===== config.mk =====
export PLATFORM = sky130hd
export DESIGN_NAME = scalar_kalman_filter
export DESIGN_NICKNAME = d
export VERILOG_FILES = /design/src/sv/skf_pkg.sv /design/src/sv/skf_div.sv /design/src/sv/skf_mul.sv /design/src/sv/scalar_kalman_filter.sv
export VERILOG_INCLUDE_DIRS = /design/src /design/src/sv
export SDC_FILE = /design/constraint.sdc
export NUM_CORES = 2
export LEC_CHECK = 0
export ABC_AREA = 1
export BUFFER_PORTS_ARGS = -buffer_cell sky130_fd_sc_hd__buf_2
export CAP_MARGIN = 5
export CELL_PAD_IN_SITES_DETAIL_PLACEMENT = 0
export CELL_PAD_IN_SITES_GLOBAL_PLACEMENT = 1
export CORE_MARGIN = 2
export CORE_UTILIZATION = 41
export DETAILED_ROUTE_END_ITERATION = 12
export PLACE_DENSITY = 0.77
export SETUP_SLACK_MARGIN = 0.2
export SLEW_MARGIN = 30
export SYNTH_ARGS = -nofsm -noshare
export SYNTH_HDL_FRONTEND = slang
export SYNTH_SLANG_ARGS = --single-unit

===== constraint.sdc =====
create_clock -name clk -period 16.45 [get_ports clk]
set_input_delay 4.1125 -clock clk [delete_from_list [all_inputs] [get_ports clk]]
set_output_delay 4.1125 -clock clk [all_outputs]
set_load 0.005 [all_outputs]

===== src/sv/scalar_kalman_filter_macros.svh =====
// Assertion macros for the scalar Kalman filter.
// Each expects clk and arst_n in the enclosing module.
`ifndef SCALAR_KALMAN_FILTER_MACROS_SVH
`define SCALAR_KALMAN_FILTER_MACROS_SVH

// Same-cycle implication, checked out of reset.
`define SKF_ASSERT_NOW(lbl, ante, cons, msg) \
	lbl: assert property (@(posedge clk) disable iff (!arst_n) (ante) |-> (cons)) \
		else $error(msg);

// Next-cycle implication, checked out of reset.
`define SKF_ASSERT_NEXT(lbl, ante, cons, msg) \
	lbl: assert property (@(posedge clk) disable iff (!arst_n) (ante) |=> (cons)) \
		else $error(msg);

`endif


===== src/sv/skf_pkg.sv =====
`default_nettype none

package skf_pkg;

	localparam int unsigned CFG_IDX_W = 3;
	localparam int unsigned GAIN_W    = 17;
	localparam int unsigned COV_W     = 31;
	localparam int unsigned DIV_STEPS = 17;

	localparam logic [GAIN_W-1:0] Q_ONE   = 17'h10000;
	localparam logic [COV_W-1:0]  COV_MAX = 31'h7FFF_FFFF;

	localparam logic [COV_W-1:0]  RST_PROCESS_NOISE     = 31'd6554;
	localparam logic [COV_W-1:0]  RST_MEASUREMENT_NOISE = 31'd6554;
	localparam logic [31:0]       RST_INITIAL_ESTIMATE  = 32'd327680;
	localparam logic [COV_W-1:0]  RST_INITIAL_COV       = 31'd32768;

	typedef enum logic [CFG_IDX_W-1:0] {
		REG_PROCESS_NOISE     = 3'd0,
		REG_MEASUREMENT_NOISE = 3'd1,
		REG_INITIAL_ESTIMATE  = 3'd2,
		REG_INITIAL_COV       = 3'd3
	} cfg_reg_t;

	// divider status back to the sequencer
	typedef struct packed {
		logic              done;
		logic [GAIN_W-1:0] quo;
	} div_res_t;

endpackage

`default_nettype wire


===== src/sv/skf_div.sv =====
`default_nettype none

// Restoring divider for the gain: quo = floor(num * 2^16 / den), num <= den.
// One quotient bit per cycle, MSB first; den of zero yields zero.
module skf_div (
	input  wire logic                       clk,
	input  wire logic                       arst_n,
	input  wire logic                       start,
	input  wire logic [skf_pkg::COV_W-1:0]  num,
	input  wire logic [skf_pkg::COV_W:0]    den,
	output skf_pkg::div_res_t               res
);

	localparam int unsigned CNT_W = $clog2(skf_pkg::DIV_STEPS + 1);

	logic [CNT_W-1:0]              cnt_q;
	logic                          done_q;
	logic                          zero_q;
	logic [skf_pkg::COV_W+1:0]     rem_q;
	logic [skf_pkg::COV_W:0]       den_q;
	logic [skf_pkg::GAIN_W-1:0]    quo_q;

	logic [skf_pkg::COV_W+2:0]     diff;
	logic                          ge;
	logic [skf_pkg::COV_W+1:0]     rem_nxt;

	assign diff    = {1'b0, rem_q} - {2'b00, den_q};
	assign ge      = !diff[skf_pkg::COV_W+2];
	assign rem_nxt = ge ? diff[skf_pkg::COV_W+1:0] : rem_q;

	always_ff @(posedge clk or negedge arst_n) begin
		if (!arst_n) begin
			cnt_q  <= '0;
			done_q <= 1'b0;
		end else begin
			done_q <= 1'b0;
			if (start) begin
				cnt_q <= CNT_W'(skf_pkg::DIV_STEPS);
			end else if (cnt_q != '0) begin
				cnt_q <= cnt_q - 1'b1;
				if (cnt_q == CNT_W'(1))
					done_q <= 1'b1;
			end
		end
	end

	always_ff @(posedge clk) begin
		if (start) begin
			rem_q  <= {1'b0, 1'b0, num};
			den_q  <= den;
			quo_q  <= '0;
			zero_q <= (den == '0);
		end else if (cnt_q != '0) begin
			// remainder stays below den, so the shift fits
			rem_q <= {rem_nxt[skf_pkg::COV_W:0], 1'b0};
			quo_q <= {quo_q[skf_pkg::GAIN_W-2:0], ge};
		end
	end

	assign res.done = done_q;
	assign res.quo  = zero_q ? '0 : quo_q;

endmodule

`default_nettype wire


===== src/sv/skf_mul.sv =====
`default_nettype none

// Registered signed multiplier shared by the estimate and covariance updates.
module skf_mul (
	input  wire logic               clk,
	input  wire logic signed [17:0] a,
	input  wire logic signed [32:0] b,
	output logic signed [50:0]      prod
);

	logic signed [50:0] prod_q;

	always_ff @(posedge clk) begin
		prod_q <= a * b;
	end

	assign prod = prod_q;

endmodule

`default_nettype wire


===== src/sv/scalar_kalman_filter.sv =====
// One-dimensional Kalman filter in signed Q16.16. Each measurement transfer
// runs the predict/update step: p1 = sat(p + q), gain k = p1 / (p1 + r),
// x += floor(k * (m - x)), p = floor((1 - k) * p1); one result transfer
// carries the new estimate, gain and covariance. Setting restart on a
// measurement reloads x and p from initial_estimate / initial_covariance
// before that step; register writes alone never touch the filter state.
// Each item runs from its accepting edge through a load state, a divider start
// state, the 17-step bit-per-cycle gain divider, the step that takes the gain,
// two passes through one registered 18x33 multiplier and the final update
// before its result shows on the output. in_stall stays high for that whole
// time and drops once the step is back in idle, so a measurement is taken
// only after the previous step is through. A result held by out_stall keeps
// the next step in its final state until the output register frees up; the
// output register lets a new measurement be taken while the previous result
// waits on out_stall.
`default_nettype none
`include "scalar_kalman_filter_macros.svh"

module scalar_kalman_filter (
	input  wire logic                           clk,
	input  wire logic                           arst_n,
	// configuration writes
	input  wire logic                           wr_en,
	input  wire logic [skf_pkg::CFG_IDX_W-1:0]  wr_index,
	input  wire logic [31:0]                    wr_data,
	// measurement channel
	input  wire logic                           in_valid,
	output logic                                in_stall,
	input  wire logic signed [31:0]             measurement,
	input  wire logic                           restart,
	// result channel
	output logic                                out_valid,
	input  wire logic                           out_stall,
	output logic signed [31:0]                  estimate,
	output logic [skf_pkg::GAIN_W-1:0]          gain,
	output logic [skf_pkg::COV_W-1:0]           covariance
);

	typedef enum logic [6:0] {
		ST_IDLE = 7'b0000001,
		ST_LOAD = 7'b0000010,
		ST_DIVS = 7'b0000100,
		ST_DIV  = 7'b0001000,
		ST_MULX = 7'b0010000,
		ST_MULP = 7'b0100000,
		ST_FIN  = 7'b1000000
	} state_t;

	state_t state_q;

	// config registers
	logic [skf_pkg::COV_W-1:0]  q_q;
	logic [skf_pkg::COV_W-1:0]  r_q;
	logic [31:0]                x0_q;
	logic [skf_pkg::COV_W-1:0]  p0_q;

	// filter state
	logic signed [31:0]         x_q;
	logic [skf_pkg::COV_W-1:0]  p_q;

	// per-item working registers
	logic signed [31:0]         m_q;
	logic                       rst_q;
	logic [skf_pkg::COV_W-1:0]  p1_q;
	logic [skf_pkg::GAIN_W-1:0] k_q;
	logic signed [31:0]         xn_q;

	// output register
	logic                       out_valid_q;
	logic signed [31:0]         est_q;
	logic [skf_pkg::GAIN_W-1:0] gain_q;
	logic [skf_pkg::COV_W-1:0]  cov_q;

	logic                       in_xfer;
	logic                       out_free;

	logic signed [31:0]         x_sel;
	logic [skf_pkg::COV_W-1:0]  p_sel;
	logic [skf_pkg::COV_W:0]    p_sum;
	logic [skf_pkg::COV_W-1:0]  p1_nxt;

	logic                       div_start;
	logic [skf_pkg::COV_W:0]    div_den;
	skf_pkg::div_res_t          div_res;

	logic                       mul_cov;
	logic signed [17:0]         mul_a;
	logic signed [32:0]         mul_b;
	logic signed [50:0]         prod;
	logic signed [32:0]         innov;
	logic signed [34:0]         x_sum;
	logic signed [31:0]         x_sat;
	logic [skf_pkg::COV_W-1:0]  p_new;

	assign in_xfer  = in_valid && !in_stall;
	assign out_free = !out_valid_q || !out_stall;
	assign in_stall = (state_q != ST_IDLE);

	// ---- predict: optional reload, then p1 = sat(p + q) ----
	assign x_sel  = rst_q ? $signed(x0_q) : x_q;
	assign p_sel  = rst_q ? p0_q : p_q;
	assign p_sum  = {1'b0, p_sel} + {1'b0, q_q};
	assign p1_nxt = p_sum[skf_pkg::COV_W] ? skf_pkg::COV_MAX : p_sum[skf_pkg::COV_W-1:0];

	// ---- gain: k = p1 * 2^16 / (p1 + r), den kept at full 32 bits ----
	assign div_start = (state_q == ST_DIVS);
	assign div_den   = {1'b0, p1_q} + {1'b0, r_q};

	skf_div u_div (
		.clk    (clk),
		.arst_n (arst_n),
		.start  (div_start),
		.num    (p1_q),
		.den    (div_den),
		.res    (div_res)
	);

	// ---- shared multiplier: k*(m-x) first, then (1-k)*p1 ----
	// operands held through FIN so the covariance product stays put
	// while the result waits for the output register
	assign mul_cov = (state_q == ST_MULP) || (state_q == ST_FIN);
	assign innov   = {m_q[31], m_q} - {x_q[31], x_q};
	assign mul_a   = mul_cov ? $signed({1'b0, skf_pkg::Q_ONE - k_q})
	                         : $signed({1'b0, k_q});
	assign mul_b   = mul_cov ? $signed({2'b00, p1_q}) : innov;

	skf_mul u_mul (
		.clk  (clk),
		.a    (mul_a),
		.b    (mul_b),
		.prod (prod)
	);

	// estimate: arithmetic shift is the floor; saturate to 32 bits
	assign x_sum = {{3{x_q[31]}}, x_q} + prod[50:16];
	always_comb begin
		priority if (!x_sum[34] && (x_sum[33:31] != 3'b000))
			x_sat = 32'sh7FFF_FFFF;
		else if (x_sum[34] && (x_sum[33:31] != 3'b111))
			x_sat = 32'sh8000_0000;
		else
			x_sat = x_sum[31:0];
	end

	// covariance product is nonnegative and at most p1 * 2^16
	assign p_new = (prod[50:47] != '0) ? skf_pkg::COV_MAX : prod[46:16];

	// ---- config registers ----
	always_ff @(posedge clk or negedge arst_n) begin
		if (!arst_n) begin
			q_q  <= skf_pkg::RST_PROCESS_NOISE;
			r_q  <= skf_pkg::RST_MEASUREMENT_NOISE;
			x0_q <= skf_pkg::RST_INITIAL_ESTIMATE;
			p0_q <= skf_pkg::RST_INITIAL_COV;
		end else if (wr_en) begin
			unique case (wr_index)
				skf_pkg::REG_PROCESS_NOISE:     q_q  <= wr_data[skf_pkg::COV_W-1:0];
				skf_pkg::REG_MEASUREMENT_NOISE: r_q  <= wr_data[skf_pkg::COV_W-1:0];
				skf_pkg::REG_INITIAL_ESTIMATE:  x0_q <= wr_data;
				skf_pkg::REG_INITIAL_COV:       p0_q <= wr_data[skf_pkg::COV_W-1:0];
				default: ;
			endcase
		end
	end

	// ---- sequencer and filter state ----
	always_ff @(posedge clk or negedge arst_n) begin
		if (!arst_n) begin
			state_q     <= ST_IDLE;
			x_q         <= $signed(skf_pkg::RST_INITIAL_ESTIMATE);
			p_q         <= skf_pkg::RST_INITIAL_COV;
		end else begin
			unique case (state_q)
				ST_IDLE: begin
					if (in_xfer)
						state_q <= ST_LOAD;
				end
				ST_LOAD: begin
					x_q     <= x_sel;
					p_q     <= p_sel;
					state_q <= ST_DIVS;
				end
				ST_DIVS: state_q <= ST_DIV;
				ST_DIV: begin
					if (div_res.done)
						state_q <= ST_MULX;
				end
				ST_MULX: state_q <= ST_MULP;
				ST_MULP: state_q <= ST_FIN;
				ST_FIN: begin
					if (out_free) begin
						x_q         <= xn_q;
						p_q         <= p_new;
						state_q     <= ST_IDLE;
					end
				end
				default: state_q <= ST_IDLE;
			endcase
		end
	end

	// result valid: set when a step finishes, cleared on its transfer
	always_ff @(posedge clk or negedge arst_n) begin
		if (!arst_n) begin
			out_valid_q <= 1'b0;
		end else if ((state_q == ST_FIN) && out_free) begin
			out_valid_q <= 1'b1;
		end else if (!out_stall) begin
			out_valid_q <= 1'b0;
		end
	end

	// working and payload registers
	always_ff @(posedge clk) begin
		if (in_xfer) begin
			m_q   <= measurement;
			rst_q <= restart;
		end
		if (state_q == ST_LOAD)
			p1_q <= p1_nxt;
		if ((state_q == ST_DIV) && div_res.done)
			k_q <= div_res.quo;
		if (state_q == ST_MULP)
			xn_q <= x_sat;
		if ((state_q == ST_FIN) && out_free) begin
			est_q  <= xn_q;
			gain_q <= k_q;
			cov_q  <= p_new;
		end
	end

	assign out_valid  = out_valid_q;
	assign estimate   = est_q;
	assign gain       = gain_q;
	assign covariance = cov_q;

	// ---- checks ----
	`SKF_ASSERT_NEXT(a_accept_loads, in_xfer, state_q == ST_LOAD,
		"accepted measurement did not start a step")
	`SKF_ASSERT_NOW(a_div_done_in_div, div_res.done, state_q == ST_DIV,
		"divider finished outside the gain phase")
	`SKF_ASSERT_NOW(a_gain_range, (state_q == ST_MULX), k_q <= skf_pkg::Q_ONE,
		"gain above one")
	`SKF_ASSERT_NOW(a_cov_shrinks, (state_q == ST_FIN), p_new <= p1_q,
		"updated covariance exceeds predicted covariance")

endmodule

`default_nettype wire


==> results.md <==
* Postcts setup bufs at 0
* 1st-pass router iterations at 6
* DR WL/cell at 22.3 µm
* Main flop type after synthesis: edfxtp_1
* Maximum buffer depth of the clock tree at 3
* Worst slack at placement at ~7000 ps
* Met1 Use GR at 0.428
* Max frequency at 104 MHz
* Number of global-route vias before repair at 42000
* Critical path's slowest cell: xor2_2
* Max H-tree Level at 2
* Post-Layout Inst Area at ~55000 µm²
* Synth Instances at 6265
* Seq cells post-synth at 513
* Initial antenna violation count at 7
* Grt ovf at 0
* Distinct cells, synth at 60
* Post-Syn Nets at slightly above 7000
* Largest net degree at the start of global routing at a little under 90
* Final Hold Slack at 474 ps
* Number of synthesized flops with an enable pin at 257
* Top cell family by delay on the critical path: adder cells
* Row Count at 128
* Hold Path Class: reg -> reg
* Via count at between 40000 and 50000
* Async SR Flop Fraction at 0.394
* # hold bufs at CTS at 0
* Synth Cell Area at between 50000 and 60000 µm²
* IO buf count at 154
* Slew headroom at 0.358
* Die span in y at 353 µm
* Placement Cell Area at 52600 µm²
* Crit end category: flop
* R2R setup slack at 6840 ps
* Setup WS post-layout at between 6000 and 7000 ps
* Final Hold Viols at 0
* Die area at 125000 µm²
* Tcrit/Tclk final at 0.584
* GRT Max-Usage Layer: met2
* Ys Warns at 0
* Core Footprint at 121000 µm²
* Worst path max stage delay at 730 ps
* Wirelength, routed at about 180000 µm
* Global routing usage on met3 at 0.0397
* First-pass GRT wire length at approximately 270000 µm
* WP data arrival at 10160 ps
* Gr usage total at 0.285
* CTS tree: done
* Slew @ Worst Pin at around 960 ps
* Share of cells above drive strength 1 at 0.0688
* Drt drc at 0
* DR vias/cell at 5.34
* Max FO, Critical Path at a little over 60
* Met2 Use GR at 0.435
* Initial Utilization at 0.412
* Drt initial violations at 3823
* Area growth, synth to finish at 8.96%
* Routed Antenna Nets at 0
* Worst skew pair latency at between 600 and 700 ps
* Final Setup Violations at 0
* Max-slew violations at 0
* CTS clk-pin slew, worst paths at 70 ps
* Sequential area share after synthesis at 0.277
* Clock root cell: clkbuf_16
* Worst path most repeated cell: fa_1
* Worst EP required at 17000 ps
* Clock skew at 71.7 ps
* Fin nets at 7244
* Hpwl dp at 147000 µm
* GP Congestion at 0.948
* Type of origin of the critical path: flop
* Synthesized area per cell at 7.99 µm²
* CTS Sinks at 513
* WP buf/inv at 9
* CTS resizes at 0
* Die W at 353 µm
* IO Count at 155
* Setup repair after global routing missed its margin: no
* Status: finished, final reports clean
* WS Path Type: reg -> reg
* Setup TNS Final at 0 ps
* Max Cap Viol at 0
* Num CTS Buffers at 55
* Min cycle time layout at a little under 10000 ps
[stage by stage]
stage / cells / util
after floorplan: 6265 / -
after global placement: 7917 / 0.432
after detailed placement: 7919 / 0.433
after CTS: 8023 / 0.449
after global routing: 8023 / 0.449
final: 8028 / 0.449
[worst reg2reg max path: cells and delay by family, from the launching register on]
kind | cells | cell delay [ps]
buf+inv | 9 | 2050
flops | 1 | 560
fa+ha+maj | 7 | 3440
simple gates | 5 | 630
compound gates | 7 | 1830
xor+xnor | 2 | 1020
[cell type report]
class                           instances  area (µm²)
Timing Repair Buffer                  204        1200
Clock buffer                           68        1520
Multi-Input combinational cell       4328       30800
Inverter                             1249        4690
Antenna cell                            5        12.5
Sequential cell                       513       13900
Clock inverter                         36         450
Fill cell                           12300       66900
Tap cell                             1625        2030
[routing by layer]
metal / wire length [µm] / part of all wire
met3: 14100 / 0.079
met2: 77600 / 0.43
met5: 7 / 0.000039
met1: 82700 / 0.46
met4: 4690 / 0.026
[state kept, by name (all words and copies together), names as in the netlist, 32 cells and up]
name and count:
estimate 32, m_q 32, u_div.den_q 32, u_div.rem_q 33, u_mul.prod 35, x0_q 32, x_q 32, xn_q 32
[cell families after synthesis]
logic type / synth area share
AND/OR/NAND/NOR: 0.210
buffers and inverters: 0.110
AO/OA/AOI/OAI: 0.0927
adder cells (fa/ha/maj): 0.286
flip-flops: 0.277
XOR/XNOR: 0.0241
[Yosys cell counts (54+ instances only)]
master,number,share of area
dfrtp_1,181,0.090
a21oi_1,239,0.024
dfxtp_1,54,0.022
inv_1,1220,0.091
a31oi_1,58,0.0072
clkbuf_1,69,0.0052
nor2_1,634,0.048
fa_1,539,0.22
nand4_1,55,0.0069
o21ai_0,363,0.036
nand2_1,1381,0.10
nand3_1,316,0.032
ha_1,281,0.070
buf_2,91,0.0091
edfxtp_1,257,0.15
xor2_1,71,0.012
[path summary, 6_finish.rpt]
kind,start,end,cells after the start
worst min register to register,xn_q[24]$_SDFFCE_PP1N_,estimate[24]$_DFFE_PP_,0
worst min-delay path,xn_q[24]$_SDFFCE_PP1N_,estimate[24]$_DFFE_PP_,0
worst max-delay path,state_q[0]$_DFFE_PN1P_,u_mul.prod[40]$_DFF_P_,30
worst max register to register,state_q[0]$_DFFE_PN1P_,u_mul.prod[40]$_DFF_P_,30
min in group asynchronous,arst_n,p_q[17]$_DFFE_PN0P_,1
max in group asynchronous,arst_n,p_q[6]$_DFFE_PN0P_,3
[cells in the final DEF, fill, tap and decap left out, drive strengths merged, types with 54 or more instances in the layout]
cell type	n
a31oi	59
inv	1248
clkbuf	68
edfxtp	257
or2	64
dfxtp	54
nand2	1395
a21oi	242
nand4	55
fa	539
o21ai	376
nor2	637
buf	204
xor2	79
nand3	319
dfrtp	181
ha	281
Power is left out: the tool's default activity adds up to more than one toggle a clock period on the data nets, which glitch-free logic cannot reach.
